===== config.mk =====
export PLATFORM = sky130hd
export DESIGN_NAME = decimal_literal_scanner
export DESIGN_NICKNAME = d
export VERILOG_FILES = /design/src/sv/dls_pkg.sv /design/src/sv/dls_scan.sv /design/src/sv/dls_result.sv /design/src/sv/decimal_literal_scanner.sv
export SDC_FILE = /design/constraint.sdc
export NUM_CORES = 1
export LEC_CHECK = 0
export BUFFER_PORTS_ARGS = -buffer_cell sky130_fd_sc_hd__buf_2
export CORE_UTILIZATION = 63
export DETAILED_ROUTE_END_ITERATION = 7
export GPL_TIMING_DRIVEN = 1
export PLACE_DENSITY = 0.82
export SETUP_SLACK_MARGIN = 0.3
export SYNTH_ARGS = -nofsm -noshare
export SYNTH_HDL_FRONTEND = slang
export SYNTH_SLANG_ARGS = --single-unit

===== constraint.sdc =====
create_clock -name clk -period 9.8 [get_ports clk]
set_input_delay 1.47 -clock clk [delete_from_list [all_inputs] [get_ports clk]]
set_output_delay 1.47 -clock clk [all_outputs]
set_load 0.01 [all_outputs]

===== src/sv/dls_pkg.sv =====
// Shared types, character codes and defaults for the decimal literal scanner.
package dls_pkg;

	// Default configuration handed down from the top level.
	localparam int SIG_DIGITS_DEF = 19;
	localparam int COUNT_BITS_DEF = 16;

	// Fixed widths of the stream fields.
	localparam int CHAR_W  = 8;
	localparam int SIG_W   = 64;
	localparam int EXP_W   = 18;
	localparam int SFX_W   = 2;
	localparam int ODATA_W = 88;
	localparam int OUSER_W = 4;

	// Scanner states.
	typedef enum logic [3:0] {
		S_START   = 4'd0,
		S_LEADPT  = 4'd1,
		S_FRAC    = 4'd2,
		S_FRAC_US = 4'd3,
		S_EXP     = 4'd4,
		S_EXP_NEG = 4'd5,
		S_EXPD    = 4'd6,
		S_EXP_US  = 4'd7,
		S_SUF     = 4'd8,
		S_INT     = 4'd9,
		S_INT_US  = 4'd10,
		S_POINT   = 4'd11,
		S_ZERO    = 4'd12,
		S_REJ     = 4'd13
	} scan_state_t;

	// Suffix codes.
	localparam logic [SFX_W-1:0] SFX_NONE = 2'd0;
	localparam logic [SFX_W-1:0] SFX_F    = 2'd1;
	localparam logic [SFX_W-1:0] SFX_D    = 2'd2;

	// Character codes.
	localparam logic [CHAR_W-1:0] CH_0      = 8'h30;
	localparam logic [CHAR_W-1:0] CH_9      = 8'h39;
	localparam logic [CHAR_W-1:0] CH_POINT  = 8'h2E;
	localparam logic [CHAR_W-1:0] CH_US     = 8'h5F;
	localparam logic [CHAR_W-1:0] CH_MINUS  = 8'h2D;
	localparam logic [CHAR_W-1:0] CH_E_LO   = 8'h65;
	localparam logic [CHAR_W-1:0] CH_E_UP   = 8'h45;
	localparam logic [CHAR_W-1:0] CH_F_LO   = 8'h66;
	localparam logic [CHAR_W-1:0] CH_F_UP   = 8'h46;
	localparam logic [CHAR_W-1:0] CH_D_LO   = 8'h64;
	localparam logic [CHAR_W-1:0] CH_D_UP   = 8'h44;

	// One finished scan, as handed to the output register.
	typedef struct packed {
		logic                    accepted;
		logic [SIG_W-1:0]        significand;
		logic signed [EXP_W-1:0] decimal_exponent;
		logic [SFX_W-1:0]        suffix_kind;
		logic                    inexact;
	} result_t;

endpackage


===== src/sv/dls_scan.sv =====
// Scanner state machine and digit accumulators for one character per cycle while step is high.
module dls_scan #(
	parameter int SIG_DIGITS = dls_pkg::SIG_DIGITS_DEF,
	parameter int COUNT_BITS = dls_pkg::COUNT_BITS_DEF
) (
	input  logic                          clk,
	input  logic                          arst_n,
	input  logic                          step,
	input  logic [dls_pkg::CHAR_W-1:0]    char_code,
	input  logic                          is_last,
	output dls_pkg::result_t              result
);

	localparam int HW = $clog2(SIG_DIGITS + 1);
	localparam int EW = COUNT_BITS + 4;
	localparam logic [COUNT_BITS-1:0] CMAX = '1;
	localparam logic [HW-1:0] HELD_FULL = HW'(SIG_DIGITS);

	dls_pkg::scan_state_t state_q, state_d;
	logic [dls_pkg::SIG_W-1:0] mant_q, mant_d;
	logic [HW-1:0]             held_q, held_d;
	logic [COUNT_BITS-1:0]     frac_q, frac_d;
	logic [COUNT_BITS-1:0]     drop_q, drop_d;
	logic [COUNT_BITS-1:0]     expm_q, expm_d;
	logic                      neg_q, neg_d;
	logic                      lost_q, lost_d;
	logic [dls_pkg::SFX_W-1:0] sfx_q, sfx_d;

	logic                      dig, ex;
	logic [3:0]                val;
	logic [dls_pkg::SFX_W-1:0] sk;
	logic                      do_int, do_frac, do_exp, set_neg, set_sfx;
	logic [dls_pkg::SIG_W-1:0] mant_x10;
	logic [EW-1:0]             exp_ext, exp_new;
	logic [dls_pkg::EXP_W-1:0] exp_mag, exp_signed, exp_total;
	logic                      ok;

	// Character classes.
	always_comb begin
		dig = (char_code >= dls_pkg::CH_0) && (char_code <= dls_pkg::CH_9);
		val = dig ? 4'(char_code - dls_pkg::CH_0) : 4'd0;
		ex  = (char_code == dls_pkg::CH_E_LO) || (char_code == dls_pkg::CH_E_UP);
		if ((char_code == dls_pkg::CH_F_LO) || (char_code == dls_pkg::CH_F_UP)) begin
			sk = dls_pkg::SFX_F;
		end else if ((char_code == dls_pkg::CH_D_LO) || (char_code == dls_pkg::CH_D_UP)) begin
			sk = dls_pkg::SFX_D;
		end else begin
			sk = dls_pkg::SFX_NONE;
		end
	end

	// Next state.
	always_comb begin
		state_d = dls_pkg::S_REJ;
		case (state_q)
			dls_pkg::S_START: begin
				if (char_code == dls_pkg::CH_POINT) state_d = dls_pkg::S_LEADPT;
				else if (char_code == dls_pkg::CH_0) state_d = dls_pkg::S_ZERO;
				else if (dig) state_d = dls_pkg::S_INT;
			end
			dls_pkg::S_LEADPT: begin
				if (dig) state_d = dls_pkg::S_FRAC;
			end
			dls_pkg::S_FRAC: begin
				if (dig) state_d = dls_pkg::S_FRAC;
				else if (char_code == dls_pkg::CH_US) state_d = dls_pkg::S_FRAC_US;
				else if (ex) state_d = dls_pkg::S_EXP;
				else if (sk != dls_pkg::SFX_NONE) state_d = dls_pkg::S_SUF;
			end
			dls_pkg::S_FRAC_US: begin
				if (char_code == dls_pkg::CH_US) state_d = dls_pkg::S_FRAC_US;
				else if (dig) state_d = dls_pkg::S_FRAC;
			end
			dls_pkg::S_EXP: begin
				if (char_code == dls_pkg::CH_MINUS) state_d = dls_pkg::S_EXP_NEG;
				else if (dig) state_d = dls_pkg::S_EXPD;
			end
			dls_pkg::S_EXP_NEG: begin
				if (dig) state_d = dls_pkg::S_EXPD;
			end
			dls_pkg::S_EXPD: begin
				if (dig) state_d = dls_pkg::S_EXPD;
				else if (char_code == dls_pkg::CH_US) state_d = dls_pkg::S_EXP_US;
				else if (sk != dls_pkg::SFX_NONE) state_d = dls_pkg::S_SUF;
			end
			dls_pkg::S_EXP_US: begin
				if (char_code == dls_pkg::CH_US) state_d = dls_pkg::S_EXP_US;
				else if (dig) state_d = dls_pkg::S_EXPD;
			end
			dls_pkg::S_INT: begin
				if (dig) state_d = dls_pkg::S_INT;
				else if (char_code == dls_pkg::CH_POINT) state_d = dls_pkg::S_POINT;
				else if (char_code == dls_pkg::CH_US) state_d = dls_pkg::S_INT_US;
				else if (ex) state_d = dls_pkg::S_EXP;
				else if (sk != dls_pkg::SFX_NONE) state_d = dls_pkg::S_SUF;
			end
			dls_pkg::S_INT_US: begin
				if (char_code == dls_pkg::CH_US) state_d = dls_pkg::S_INT_US;
				else if (dig) state_d = dls_pkg::S_INT;
			end
			dls_pkg::S_POINT: begin
				if (dig) state_d = dls_pkg::S_FRAC;
				else if (ex) state_d = dls_pkg::S_EXP;
				else if (sk != dls_pkg::SFX_NONE) state_d = dls_pkg::S_SUF;
			end
			dls_pkg::S_ZERO: begin
				if (char_code == dls_pkg::CH_POINT) state_d = dls_pkg::S_POINT;
			end
			default: state_d = dls_pkg::S_REJ;
		endcase
	end

	// Datapath actions decoded from the current state and character.
	always_comb begin
		do_int  = 1'b0;
		do_frac = 1'b0;
		do_exp  = 1'b0;
		set_neg = 1'b0;
		set_sfx = 1'b0;
		case (state_q)
			dls_pkg::S_START:   do_int = dig && (char_code != dls_pkg::CH_0);
			dls_pkg::S_LEADPT:  do_frac = dig;
			dls_pkg::S_FRAC: begin
				do_frac = dig;
				set_sfx = sk != dls_pkg::SFX_NONE;
			end
			dls_pkg::S_FRAC_US: do_frac = dig;
			dls_pkg::S_EXP: begin
				set_neg = char_code == dls_pkg::CH_MINUS;
				do_exp  = dig;
			end
			dls_pkg::S_EXP_NEG: do_exp = dig;
			dls_pkg::S_EXPD: begin
				do_exp  = dig;
				set_sfx = sk != dls_pkg::SFX_NONE;
			end
			dls_pkg::S_EXP_US:  do_exp = dig;
			dls_pkg::S_INT: begin
				do_int  = dig;
				set_sfx = sk != dls_pkg::SFX_NONE;
			end
			dls_pkg::S_INT_US:  do_int = dig;
			dls_pkg::S_POINT: begin
				do_frac = dig;
				set_sfx = sk != dls_pkg::SFX_NONE;
			end
			default: begin
				do_int = 1'b0;
			end
		endcase
	end

	// Accumulator updates.
	always_comb begin
		mant_x10 = (mant_q << 3) + (mant_q << 1) + dls_pkg::SIG_W'(val);
		exp_ext  = EW'(expm_q);
		exp_new  = (exp_ext << 3) + (exp_ext << 1) + EW'(val);

		mant_d = mant_q;
		held_d = held_q;
		frac_d = frac_q;
		drop_d = drop_q;
		expm_d = expm_q;
		neg_d  = neg_q | set_neg;
		lost_d = lost_q;
		sfx_d  = set_sfx ? sk : sfx_q;

		if (do_int) begin
			if (held_q >= HELD_FULL) begin
				lost_d = 1'b1;
				if (drop_q != CMAX) drop_d = drop_q + COUNT_BITS'(1);
			end else begin
				mant_d = mant_x10;
				if (mant_x10 != '0) held_d = held_q + HW'(1);
			end
		end

		if (do_frac) begin
			if ((held_q >= HELD_FULL) || (frac_q == CMAX)) begin
				lost_d = 1'b1;
			end else begin
				frac_d = frac_q + COUNT_BITS'(1);
				if ((mant_q != '0) || (val != 4'd0)) begin
					mant_d = mant_x10;
					held_d = held_q + HW'(1);
				end
			end
		end

		if (do_exp) begin
			if (exp_new > EW'(CMAX)) begin
				expm_d = CMAX;
				lost_d = 1'b1;
			end else begin
				expm_d = exp_new[COUNT_BITS-1:0];
			end
		end
	end

	// Result as seen after this character.
	always_comb begin
		ok = (state_d == dls_pkg::S_FRAC) || (state_d == dls_pkg::S_POINT) ||
			(state_d == dls_pkg::S_EXPD) || (state_d == dls_pkg::S_SUF);
		exp_mag    = dls_pkg::EXP_W'(expm_d);
		exp_signed = neg_d ? (~exp_mag + dls_pkg::EXP_W'(1)) : exp_mag;
		exp_total  = exp_signed - dls_pkg::EXP_W'(frac_d) + dls_pkg::EXP_W'(drop_d);

		result.accepted         = ok;
		result.significand      = ok ? mant_d : '0;
		result.decimal_exponent = ok ? exp_total : '0;
		result.suffix_kind      = ok ? sfx_d : dls_pkg::SFX_NONE;
		result.inexact          = ok & lost_d;
	end

	always_ff @(posedge clk or negedge arst_n) begin
		if (!arst_n) begin
			state_q <= dls_pkg::S_START;
			mant_q  <= '0;
			held_q  <= '0;
			frac_q  <= '0;
			drop_q  <= '0;
			expm_q  <= '0;
			neg_q   <= 1'b0;
			lost_q  <= 1'b0;
			sfx_q   <= dls_pkg::SFX_NONE;
		end else if (step) begin
			if (is_last) begin
				state_q <= dls_pkg::S_START;
				mant_q  <= '0;
				held_q  <= '0;
				frac_q  <= '0;
				drop_q  <= '0;
				expm_q  <= '0;
				neg_q   <= 1'b0;
				lost_q  <= 1'b0;
				sfx_q   <= dls_pkg::SFX_NONE;
			end else begin
				state_q <= state_d;
				mant_q  <= mant_d;
				held_q  <= held_d;
				frac_q  <= frac_d;
				drop_q  <= drop_d;
				expm_q  <= expm_d;
				neg_q   <= neg_d;
				lost_q  <= lost_d;
				sfx_q   <= sfx_d;
			end
		end
	end

endmodule


===== src/sv/dls_result.sv =====
// Output register that holds one finished result until the sink takes it.
module dls_result (
	input  logic                          clk,
	input  logic                          arst_n,
	input  logic                          load,
	input  dls_pkg::result_t              result,
	output logic                          m_axis_tvalid,
	input  logic                          m_axis_tready,
	output logic [dls_pkg::ODATA_W-1:0]   m_axis_tdata,
	output logic [dls_pkg::OUSER_W-1:0]   m_axis_tuser
);

	logic             valid_q;
	dls_pkg::result_t res_q;

	always_ff @(posedge clk or negedge arst_n) begin
		if (!arst_n) begin
			valid_q <= 1'b0;
		end else if (load) begin
			valid_q <= 1'b1;
		end else if (m_axis_tready) begin
			valid_q <= 1'b0;
		end
	end

	always_ff @(posedge clk) begin
		if (load) begin
			res_q <= result;
		end
	end

	assign m_axis_tvalid = valid_q;
	assign m_axis_tdata  = {6'd0, res_q.decimal_exponent, res_q.significand};
	assign m_axis_tuser  = {res_q.inexact, res_q.suffix_kind, res_q.accepted};

endmodule


===== src/sv/decimal_literal_scanner.sv =====
// Top level of the decimal literal scanner: input register, scanner and result register.
//
//   Channel  | Direction | tdata (low bit up)              | tuser / tlast
//   ---------+-----------+---------------------------------+-------------------------------
//   s_axis   | in        | char_code[7:0]                  | tlast = is_last
//   m_axis   | out       | significand[63:0],              | tuser = accepted, suffix_kind,
//            |           | decimal_exponent[81:64], zeros  |         inexact
//
// One character is taken per cycle unless a last character waits for the output
// slot. A character sits in the input register, where the scanner updates its
// state and accumulators in a single pass (the widest step is a times-ten
// shift-add on the 64-bit significand). A character marked last writes its
// result into the output register and returns the scanner to its start state.
// Reset (arst_n low) clears the stages and the scanner at once; no pass is needed.
// While a result waits, characters that are not last keep flowing; only a
// last character waits in the input register until the output slot frees.
module decimal_literal_scanner #(
	parameter int SIG_DIGITS = dls_pkg::SIG_DIGITS_DEF,
	parameter int COUNT_BITS = dls_pkg::COUNT_BITS_DEF
) (
	input  logic                          clk,
	input  logic                          arst_n,
	// Input characters.
	input  logic                          s_axis_tvalid,
	output logic                          s_axis_tready,
	input  logic [dls_pkg::CHAR_W-1:0]    s_axis_tdata,  // [7:0] char_code
	input  logic                          s_axis_tlast,  // is_last
	// Scan results.
	output logic                          m_axis_tvalid,
	input  logic                          m_axis_tready,
	output logic [dls_pkg::ODATA_W-1:0]   m_axis_tdata,  // [63:0] significand,
	                                                     // [81:64] decimal_exponent,
	                                                     // [87:82] zero
	output logic [dls_pkg::OUSER_W-1:0]   m_axis_tuser   // [0] accepted, [2:1] suffix_kind,
	                                                     // [3] inexact
);

	// Input register stage.
	logic                       valid_s1;
	logic [dls_pkg::CHAR_W-1:0] char_s1;
	logic                       last_s1;

	logic             out_free;
	logic             advance;
	logic             s_take;
	dls_pkg::result_t scan_res;

	// The character in the input register moves on unless it would produce
	// a result while the previous one is still waiting at the output.
	assign out_free      = !m_axis_tvalid || m_axis_tready;
	assign advance       = valid_s1 && (!last_s1 || out_free);
	assign s_axis_tready = !valid_s1 || advance;
	assign s_take        = s_axis_tvalid && s_axis_tready;

	always_ff @(posedge clk or negedge arst_n) begin
		if (!arst_n) begin
			valid_s1 <= 1'b0;
		end else if (s_take) begin
			valid_s1 <= 1'b1;
		end else if (advance) begin
			valid_s1 <= 1'b0;
		end
	end

	always_ff @(posedge clk) begin
		if (s_take) begin
			char_s1 <= s_axis_tdata;
			last_s1 <= s_axis_tlast;
		end
	end

	dls_scan #(
		.SIG_DIGITS(SIG_DIGITS),
		.COUNT_BITS(COUNT_BITS)
	) u_scan (
		.clk       (clk),
		.arst_n    (arst_n),
		.step      (advance),
		.char_code (char_s1),
		.is_last   (last_s1),
		.result    (scan_res)
	);

	dls_result u_result (
		.clk           (clk),
		.arst_n        (arst_n),
		.load          (advance && last_s1),
		.result        (scan_res),
		.m_axis_tvalid (m_axis_tvalid),
		.m_axis_tready (m_axis_tready),
		.m_axis_tdata  (m_axis_tdata),
		.m_axis_tuser  (m_axis_tuser)
	);

endmodule


==> flow_summary_export.csv, run 1 <==
group,metric,value,unit
clocking,clock_latency,0.56,ns
pwr,pwr-share-clk,0.442,
clocking,clockRootBuffer,"clkbuf_16",
synth,ys.flop_type,"dfrtp_1",
setup_path,r2r_cells,35,
synth,synth_edf_count,95,
setup_path,cp-end-kind,"flip-flop",
synth,synth_seq_cells,222,
route,dr_total_vias,15900,
sta,worst_pin_slew,1.21,ns
layout,drive_above_1_share,0.0901,
global_routing,grt_start_max_net_pins,88,
global_routing,use_met2,0.566,
sta,setup_viol,0,
pwr,power_switching,0.000651,W
sta,setup_slack,1.53,ns
route,firstDrtPassIters,5,
route,drt_iter0_drc,1340,
clocking,cts_buffers,26,
clocking,cts_hold_buf,0,
job,maxCapViolations,0,
synth,yosysMostFrequentCell,"nand2_1",
sta,slew_headroom,0.194,
global_routing,grt_pass1_wl,79.6,mm
die,start_util,0.641,
clocking,clk_pin_slew,0.06,ns
global_routing,antenna_found_initial,0,
pwr,intPower,0.00177,W
setup_path,r2r_slack,1.53,ns
sta,whs,0.495,ns
sta,fmax,0.121,GHz
synth,async_flop_share,0.572,
clocking,post_cts_resized,0,
placement,hpwl,36.4,mm
die,io_pins,107,
synth,synthCells,2026,
pwr,total_leakage_power,9.10,nW
sta,finalSetupTns,0,ns
layout,regArea,6030,um2
layout,multi_input_area,11100,um2
layout,nets,2275,
sta,min_period,8.27,ns
sta,drv_slew,0,
route,post_drt_wl_per_cell,20.0,um
global_routing,met1_usage,0.470,
sta,hold_viol,0,
global_routing,top_usage_layer,"met2",
setup_path,cpPeakStageDelay,0.57,ns
setup_path,cp_slowest_cell,"or4_1",
setup_path,cp-endpoint,"u_result.m_axis_tdata[81]",
die,design.core.area,27800,um2
synth,syn_avg_cell_area,8.78,um2
global_routing,met3_usage,0.0453,
pwr,combPwrFrac,0.130,
pwr,peakVddDrop,0.180,mV
placement,io_buffers,100,
clocking,post_cts_buffers,0,
synth,synth-seq-area-share,0.339,
pwr,swShare,0.269,
placement,placed_area,18500,um2
die,chipWidth,170,um
layout,n_fill_cell,2280,
clocking,cts_tree,"yes",
setup_path,critPathLaunchType,"flip-flop",
setup_path,rr_startpoint,"char_s1[6]",
synth,synth_common_cells,"nand2_1 (215), nor2_1 (200), o21ai_0 (184), ha_1 (177), a21oi_1 (143)",
synth,synth_area,17800,um2
pwr,power_density,125,nW/um2
die,die-area,28900,um2
clocking,htree_levels,1,
route,via_per_inst,6.46,
layout,antennaDiodeCount,0,
setup_path,worstPathRequired,10.10,ns
synth,yosys.area.top_type_share,0.179,
setup_path,path_class,"reg -> reg",
clocking,clock-sinks,222,
layout,area_delta_synth_final,8.96,%
die,die_h,170,um
clocking,clock_path_buffers,3,
synth,ys_warn_count,0,
status,status,"finished, final reports clean",
sta,fin_skew,0.0158,ns
synth,synth.distinct_cells,87,
sta,finalCritPeriodShare,0.844,
global_routing,grt_pass1_vias,15200,
placement,pre_cts_ws,1.57,ns
die,num_rows,61,
route,wirelength,49.4,mm
route,drc_errors,0,
pwr,power_frac_seq,0.428,
synth,yosysTopAreaCell,"dfrtp_1",
global_routing,grt_overflow_total,0,
sta,rsz0062_at_grt,"no",
placement,globalplace.congestion,0.983,
hold_path,hold_path.class,"reg -> reg",
global_routing,grt_util_all_layers,0.346,
setup_path,path_max_fanout,14,
setup_path,worstPathArrival,8.57,ns
synth,ys_top_cells_by_area,"dfrtp_1 (18%), edfxtp_1 (16%), ha_1 (12%)",
pwr,power,0.00242,W
layout,final_cell_area,19400,um2
setup_path,startpoint,"char_s1[6]",
setup_path,worstReg2RegEnd,"u_result.m_axis_tdata[81]",
route,ant_nets,0,
## power by group through the flow
stage               Sequential (W)  Combinational [W]  Clock (W)
CTS                        0.00103           0.000311    0.00108
floorplan                  0.00104           0.000219          0
global placement           0.00105           0.000301          0
finish                     0.00104           0.000314    0.00107
global route               0.00104           0.000346    0.00111
detailed placement         0.00105           0.000310          0
## layer usage
metal | vias to the layer above | wire, um
li1 | 7530 | -
met1 | 7683 | 21000
met2 | 605 | 23200
met3 | 112 | 3500
met4 | 0 | 1680
met5 | - | 0
## layout make-up
class | count | share of cell area
sequential | 222 | 0.311
clock buffer | 31 | 0.0356
tap | 378 | 0.0244
clock inverter | 17 | 0.0125
timing repair buffer | 112 | 0.0306
inverter | 68 | 0.0133
multi-input combinational | 1637 | 0.573
## worst min path at each step
stage	start	to	slack, ns	cells after the start
floorplan	u_scan.lost_q	u_scan.lost_q	0.45	2
global placement	u_scan.lost_q	u_scan.lost_q	0.47	2
detailed placement	u_scan.lost_q	u_scan.lost_q	0.48	2
CTS	u_scan.lost_q	u_scan.lost_q	0.49	2
global route	u_scan.lost_q	u_scan.lost_q	0.52	2
finish	u_scan.sfx_q[1]	u_scan.sfx_q[1]	0.49	1
## stage by stage
| stage | util | instances |
|---|---|---|
| finish | 0.698 | 2465 |
| global route | 0.698 | 2465 |
| CTS | 0.698 | 2465 |
| detailed placement | 0.664 | 2417 |
| global placement | 0.664 | 2417 |
| floorplan | - | 2031 |
## sequential cells by signal, indices dropped and copies added, names as in the netlist
name                    flops
char_s1                     8
last_s1                     1
u_result.m_axis_tdata      82
u_result.m_axis_tuser       4
u_result.m_axis_tvalid      1
u_scan.drop_q              16
u_scan.expm_q              16
u_scan.frac_q              16
u_scan.held_q               5
u_scan.lost_q               1
u_scan.mant_q              64
u_scan.neg_q                1
u_scan.sfx_q                2
u_scan.state_q              4
valid_s1                    1
## critical path, delay by kind of cell (launching register included)
kind            cells  cell delay [ns]
compound gates     16             3.15
simple gates       10             2.23
fa+ha+maj           5             1.58
flops               1             0.40
xor+xnor            2             0.36
mux                 1             0.27
buf+inv             1             0.04
## cells by family after synthesis
group                    after synthesis  synth area share
AND/OR/NAND/NOR                      693             0.186
AO/OA/AOI/OAI                        575             0.204
other                                  1          0.000211
flip-flops                           222             0.339
XOR/XNOR                             117            0.0576
adder cells (fa/ha/maj)              195             0.145
buffers and inverters                172            0.0399
multiplexers                          51            0.0289
## layout by cell type (no fill, tap or decap), types with 7 or more instances in the layout
cell       Yosys  final
dfrtp_1      127    127
nand4_1       39     39
a41oi_1        7      7
nand3_1       42     42
o21bai_1      14     14
a31o_2         7      7
o21ai_0      184    184
fa_1          18     18
buf_2          1     99
and2_1        13     13
o21a_1        15     15
o211ai_1      13     13
a22o_1        28     28
nand2b_1      13     13
xor2_1        48     48
nand2_1      215    213
a211oi_1      17     17
mux2i_1       48     48
buf_4          7     13
a21o_1        39     39
o31ai_1       18     18
nor2b_1       14     14
edfxtp_1      95     95
and3_1        14     14
a22oi_1       13     13
ha_1         177    177
or4_1          8      8
nor3_1        43     43
a21oi_1      143    141
clkbuf_16      0     27
nor2_1       200    199
nor4_1        27     27
xnor2_1       69     69
or3_1         17     17
a31oi_1       14     14
or2_2         11     11
inv_1         68     67
No activity file was read; power rests on OpenSTA's default activity.
==> run 2, diff against run 1 <==
--- a/config.mk
+++ b/config.mk
@@ -6,10 +6,10 @@
 export NUM_CORES = 1
 export LEC_CHECK = 0
 export BUFFER_PORTS_ARGS = -buffer_cell sky130_fd_sc_hd__buf_2
-export CORE_UTILIZATION = 63
+export CORE_UTILIZATION = 57
 export DETAILED_ROUTE_END_ITERATION = 7
 export GPL_TIMING_DRIVEN = 1
-export PLACE_DENSITY = 0.82
+export PLACE_DENSITY = 0.78
 export SETUP_SLACK_MARGIN = 0.3
 export SYNTH_ARGS = -nofsm -noshare
 export SYNTH_HDL_FRONTEND = slang
==> constraint.sdc (replaced) <==
create_clock -name clk -period 7.46 [get_ports clk]
set_input_delay 1.119 -clock clk [delete_from_list [all_inputs] [get_ports clk]]
set_output_delay 1.119 -clock clk [all_outputs]
set_load 0.01 [all_outputs]
==> run 2 against run 1 <==
  * Worst setup slack worse by 1.4 ns
  * Via count up 0.40%
  * Utilization down 4.7 points
  * Die area up 10%
  * Highest routed layer is now met5
  * Cell area up 2.9%
  * Critical path depth unchanged
  * Hold slack better by 0.016 ns
  * Largest cell class unchanged
==> flow_summary_export.csv, run 2 (synthesis gave the netlist of run 1 again) <==
group,metric,value,unit
route,wirelength,50.2,mm
die,start_util,0.580,
pwr,pwr-share-clk,0.430,
route,post_drt_wl_per_cell,20.1,um
sta,whs,0.511,ns
layout,area_delta_synth_final,12.1,%
clocking,clk_pin_slew,0.07,ns
setup_path,path_max_fanout,4,
layout,largest_reg_flops,82,
global_routing,antenna_found_initial,1,
job,maxCapViolations,0,
sta,min_period,7.37,ns
global_routing,grt_start_max_net_pins,93,
setup_path,cp-end-kind,"flip-flop",
global_routing,grt_pass1_vias,15400,
sta,fin_skew,0.0206,ns
die,design.core.area,30700,um2
clocking,cts_tree,"yes",
pwr,intPower,0.00233,W
pwr,total_leakage_power,9.25,nW
setup_path,rr_startpoint,"char_s1[6]",
die,num_rows,64,
hold_path,hold_path.class,"reg -> reg",
layout,final_common_cell,"nand2_1",
placement,io_buffers,100,
pwr,power,0.00320,W
setup_path,cpPeakStageDelay,0.53,ns
hold_path,hp-start,"u_scan.sfx_q[1]",
pwr,power_frac_seq,0.424,
setup_path,cp_slowest_cell,"fa_1",
die,io_pins,107,
layout,antennaDiodeCount,0,
clocking,htree_levels,1,
layout,nets,2297,
hold_path,min_to,"u_scan.sfx_q[1]",
route,dr_total_vias,16000,
sta,slew_headroom,0.218,
pwr,peakVddDrop,0.186,mV
die,die-area,31900,um2
die,chipWidth,179,um
pwr,power_switching,0.000870,W
global_routing,grt_pass1_wl,79.6,mm
route,via_per_inst,6.39,
clocking,clock-sinks,222,
setup_path,worstPathArrival,7.64,ns
route,ant_nets,0,
clocking,clock_latency,0.56,ns
sta,hold_viol,0,
setup_path,r2r_cells,35,
layout,drive_above_1_share,0.124,
route,drt_iter0_drc,1219,
setup_path,worstReg2RegEnd,"u_result.m_axis_tdata[77]",
layout,final_core_util,0.651,
clocking,cts_buffers,26,
placement,globalplace.congestion,0.976,
setup_path,path_class,"reg -> reg",
die,die_h,179,um
sta,finalCritPeriodShare,0.989,
placement,hpwl,37.1,mm
global_routing,grt_util_all_layers,0.317,
sta,rsz0062_at_grt,"yes",
pwr,combPwrFrac,0.146,
sta,setup_viol,0,
sta,worst_pin_slew,1.17,ns
sta,fmax,0.136,GHz
status,status,"finished, final reports clean",
global_routing,grt_overflow_total,0,
pwr,power_density,161,nW/um2
sta,drv_slew,0,
pwr,swShare,0.272,
setup_path,r2r_slack,0.09,ns
setup_path,worstPathRequired,7.73,ns
clocking,cts_hold_buf,0,
setup_path,critPathLaunchType,"flip-flop",
setup_path,critPathTopFamily,"compound AO/OA/AOI/OAI gates",
hold_path,worstHoldPathCells,1,
route,drc_errors,0,
layout,layout_common_cells,"nand2_1 (210), nor2_1 (193), o21ai_0 (174)",
setup_path,path_buf_inv,4,
clocking,clockRootBuffer,"clkbuf_16",
clocking,clock_path_buffers,3,
route,firstDrtPassIters,6,
==> run 2: cell types whose count changed in the layout (fill, tap and decap cells not counted), moves of 4 or more <==
cell,previous run,this run
a21oi_2,0,7
ha_1,177,168
buf_4,13,34
o21ai_4,0,4
o21ai_0,184,174
nor2_1,199,193
o21ai_2,0,4
ha_4,0,6
nor2_4,0,5
a21oi_1,141,133
==> run 2: per-stage QoR <==
stage	TNS (ns)	instances	setup WS (ns)	cell area, um2
after CTS	0	2497	0.247	19700
after global routing	-0.348	2503	-0.147	20000
after global placement	0	2443	0.254	18700
after floorplan	0	2031	0.302	17900
after detailed placement	-0.0137	2443	-0.0137	18700
final	0	2503	0.0857	20000
==> run 2: worst max path at each step <==
stage / end / slack (ns) / from / depth (start not counted)
after global routing: u_result.m_axis_tdata[81] / -0.15 / char_s1[6] / 35
after global placement: u_result.m_axis_tdata[81] / 0.25 / char_s1[6] / 34
after floorplan: u_result.m_axis_tdata[81] / 0.30 / char_s1[1] / 36
after detailed placement: u_result.m_axis_tdata[81] / -0.01 / char_s1[6] / 35
final: u_result.m_axis_tdata[77] / 0.09 / char_s1[6] / 35
after CTS: u_result.m_axis_tdata[81] / 0.25 / char_s1[7] / 35
==> run 2: power by group through the flow <==
stage | Combinational (W) | Sequential [W] | Clock, W
after floorplan | 0.000297 | 0.00137 | 0
after global placement | 0.000407 | 0.00138 | 0
after detailed placement | 0.000417 | 0.00138 | 0
after CTS | 0.000433 | 0.00136 | 0.00139
after global routing | 0.000508 | 0.00136 | 0.00144
final | 0.000467 | 0.00136 | 0.00138
==> run 2: area by class of cell <==
| class | count | area, um2 |
|---|---|---|
| flip-flops and latches | 222 | 6030 |
| multi-input cells | 1637 | 11500 |
| well taps | 396 | 495 |
| fillers | 2533 | 10700 |
| inverters | 68 | 258 |
| clock inverters | 16 | 245 |
| repair buffers | 134 | 762 |
| clock buffers | 30 | 666 |
==> run 2: what timing repair did <==
action / CTS / global route
cloned: 0 / 0
buffers inserted: 8 / 6
pin swaps: 16 / 33
gates resized for setup: 14 / 41
endpoints found under the setup margin: 3 / 8
==> run 2: metal layers <==
metal / routed length [um] / up-vias / share of wire / global-route usage
met5: 13 / - / 0.00026 / 0
met4: 2350 / 2 / 0.047 / 0.140
met3: 3090 / 144 / 0.061 / 0.0471
met2: 23300 / 572 / 0.46 / 0.520
met1: 21500 / 7712 / 0.43 / 0.413
li1: - / 7563 / - / -
==> run 3, diff against run 2 <==
--- a/config.mk
+++ b/config.mk
@@ -13,4 +13,5 @@
 export SETUP_SLACK_MARGIN = 0.3
 export SYNTH_ARGS = -nofsm -noshare
 export SYNTH_HDL_FRONTEND = slang
+export SYNTH_HIERARCHICAL = 1
 export SYNTH_SLANG_ARGS = --single-unit
==> run 3 against run 2 <==
  * Die area is 2.3% higher
  * Critical path depth is 3 lower
  * Utilization is 0.92 points higher
  * Hold slack worse by 0.013 ns
  * Non-clock buffer count is 33 higher
  * Flip-flop and latch count stayed put
  * Synthesized cell count is 0.79% higher
  * Cell area is 4.1% higher
  * Power is 52% higher
  * Register-to-register slack better by 0.26 ns
  * Synthesized area is 2.3% higher
  * Critical path type unchanged
  * Largest cell class unchanged
==> flow_summary_export.csv, run 3 <==
group,metric,value,unit
status,status,"finished, final reports clean",
setup_path,startpoint,"char_s1[7]",
route,firstDrtPassIters,8,
job,maxCapViolations,0,
setup_path,r2r_cells,32,
hold_path,worstHoldPathCells,1,
synth,ys_warn_count,6,
sta,fmax,0.141,GHz
sta,whs,0.498,ns
clocking,clock_path_buffers,3,
layout,nets,2338,
placement,hpwl,39.0,mm
pwr,total_leakage_power,8.86,nW
sta,drv_slew,0,
global_routing,grt_overflow_total,0,
setup_path,cp-end-kind,"flip-flop",
route,dr_total_vias,16800,
route,wirelength,54.7,mm
clocking,clock-sinks,222,
placement,io_buffers,100,
layout,area_delta_synth_final,14.0,%
sta,fin_skew,0.0266,ns
die,num_rows,65,
synth,synth_xor_area_frac,0.0548,
setup_path,cp.depth,32,
placement,globalplace.congestion,0.954,
synth,yosys.area.top_type_share,0.175,
layout,antennaDiodeCount,0,
setup_path,path_max_fanout,3,
route,via_per_inst,6.56,
sta,worst_pin_slew,1.15,ns
global_routing,grt_pass1_wl,85.6,mm
layout,drive_above_1_share,0.148,
clocking,htree_levels,1,
pwr,power_density,235,nW/um2
synth,ys_top_cells_by_area,"dfrtp_1 (17%), edfxtp_1 (16%), ha_1 (12%)",
clocking,cts_hold_buf,0,
synth,synth_seq_cells,222,
layout,n_fill_cell,2526,
setup_path,crit_path_frequent_cell,"a21oi_2",
setup_path,cp_slowest_cell,"fa_1",
sta,setup_slack,0.349,ns
setup_path,worstPathArrival,7.53,ns
synth,synth_compound_area_frac,0.238,
clocking,cts_buffers,26,
synth,synth_top_family_by_area,"compound AO/OA/AOI/OAI gates",
die,io_pins,107,
setup_path,critPathTopFamily,"compound AO/OA/AOI/OAI gates",
clocking,clock_latency,0.56,ns
die,chipWidth,181,um
synth,yosys.area_share.adder,0.141,
hold_path,hp-start,"u_scan/sfx_q[0]",
pwr,peakVddDrop,0.257,mV
die,die_h,181,um
global_routing,grt_pass1_vias,16000,
sta,hold_viol,0,
global_routing,antenna_found_initial,1,
placement,pre_cts_ws,-0.162,ns
global_routing,grt_util_all_layers,0.326,
synth,synthMuxAreaShare,0.0155,
synth,async_flop_share,0.572,
clocking,clk_pin_slew,0.06,ns
layout,layout_common_cells,"nand2_1 (188), a21oi_1 (175), nor2_1 (173)",
setup_path,path_buf_inv,2,
die,start_util,0.579,
setup_path,cpPeakStageDelay,0.49,ns
synth,syn_avg_cell_area,8.92,um2
route,drt_iter0_drc,1710,
synth,yosysTopAreaCell,"dfrtp_1",
synth,yosys.area_share.simple,0.178,
die,die-area,32700,um2
clocking,cts_tree,"yes",
global_routing,met1_usage,0.468,
die,design.core.area,31500,um2
global_routing,grt_start_max_net_pins,87,
clocking,clockRootBuffer,"clkbuf_16",
global_routing,top_usage_layer,"met2",
synth,synthCells,2042,
layout,largest_reg_flops,82,
global_routing,met3_usage,0.0536,
synth,synth.distinct_cells,88,
sta,min_period,7.11,ns
global_routing,use_met2,0.502,
route,post_drt_wl_per_cell,21.4,um
sta,finalCritPeriodShare,0.953,
synth,synth_edf_count,95,
layout,final_common_cell,"nand2_1",
synth,synth-seq-area-share,0.331,
route,ant_nets,0,
setup_path,critPathLaunchType,"flip-flop",
synth,synth_area,18200,um2
hold_path,hold_path.class,"reg -> reg",
synth,synth_common_cells,"a21oi_1 (188), nand2_1 (188), nor2_1 (178), ha_1 (173), dfrtp_1 (127)",
setup_path,worstPathRequired,7.88,ns
setup_path,rr_startpoint,"char_s1[7]",
setup_path,path_class,"reg -> reg",
synth,ys.flop_type,"dfrtp_1",
sta,slew_headroom,0.223,
route,drc_errors,0,
sta,setup_viol,0,
sta,rsz0062_at_grt,"yes",
run 3: cell types whose count changed after synthesis, sizes merged, moves of 14 or more:
cell,before,now
nor2,200,179
o2bb2ai,2,97
o22ai,1,15
a21boi,5,35
o21ai,184,86
nand2,215,188
a21oi,143,189
nor3,43,57
mux2i,48,26
run 3: area by class of cell:
cell class,count,area [um2],area share
well taps,402,503,0.0242
flip-flops and latches,222,6030,0.290
clock inverters,13,233,0.0112
repair buffers,167,1020,0.0492
inverters,81,307,0.0148
multi-input cells,1634,11900,0.574
clock buffers,35,746,0.0359
run 3: logic make-up (layout without fill, tap and decap cells):
logic type | count (synthesis) | after routing
AOI/OAI and AO/OA | 638 | 638
buffers and inverters | 191 | 296
other | 1 | 6
and+or+nand+nor | 655 | 655
adders and majority gates | 193 | 193
DFF | 222 | 222
xor gates and xnor gates | 114 | 114
muxes | 28 | 28
run 3: timing repair:
item	in CTS	in global routing
pin swaps	25	59
endpoints found under the hold margin	0	0
buffers inserted	20	18
resized for setup	29	48
setup endpoints to repair	5	5
run 3: where the power goes:
part	internal (W)	leakage (nW)	switching (W)
clock network	0.000909	0.470	0.000541
logic	0.000718	5.73	0.00115
registers	0.00139	2.66	0.000164
run 3: final timing paths:
| kind | end | slack, ns |
|---|---|---|
| max | u_result/m_axis_tdata[80] | 0.35 |
| min | u_scan/sfx_q[0] | 0.50 |
| max reg2reg | u_result/m_axis_tdata[80] | 0.35 |
| min reg2reg | u_scan/sfx_q[0] | 0.50 |
| max in group asynchronous | u_scan/lost_q | 5.52 |
| min in group asynchronous | u_scan/mant_q[39] | 0.53 |
run 3: worst register-to-register path, delay by kind of cell (launching register included):
kind	cells	cell delay, ns
AOI/OAI and AO/OA	21	3.32
adders and majority gates	5	1.89
and+or+nand+nor	4	1.16
DFF	1	0.43
buffers and inverters	2	0.18
run 3: layer usage:
layer,share of wire,vias up
met5,0.000091,-
met4,0.029,2
met3,0.083,102
met2,0.44,768
met1,0.45,8094
li1,-,7796
run 3: through the flow:
stage	total power [W]	area, um2	cells	TNS (ns)	utilization
floorplan	0.00274	18300	2047	0	-
global placement	0.00321	19100	2468	0	0.607
detailed placement	0.00325	19100	2468	-0.241	0.607
CTS	0.00475	20400	2536	0	0.647
global route	0.00509	20800	2554	0	0.660
finish	0.00487	20800	2554	0	0.660
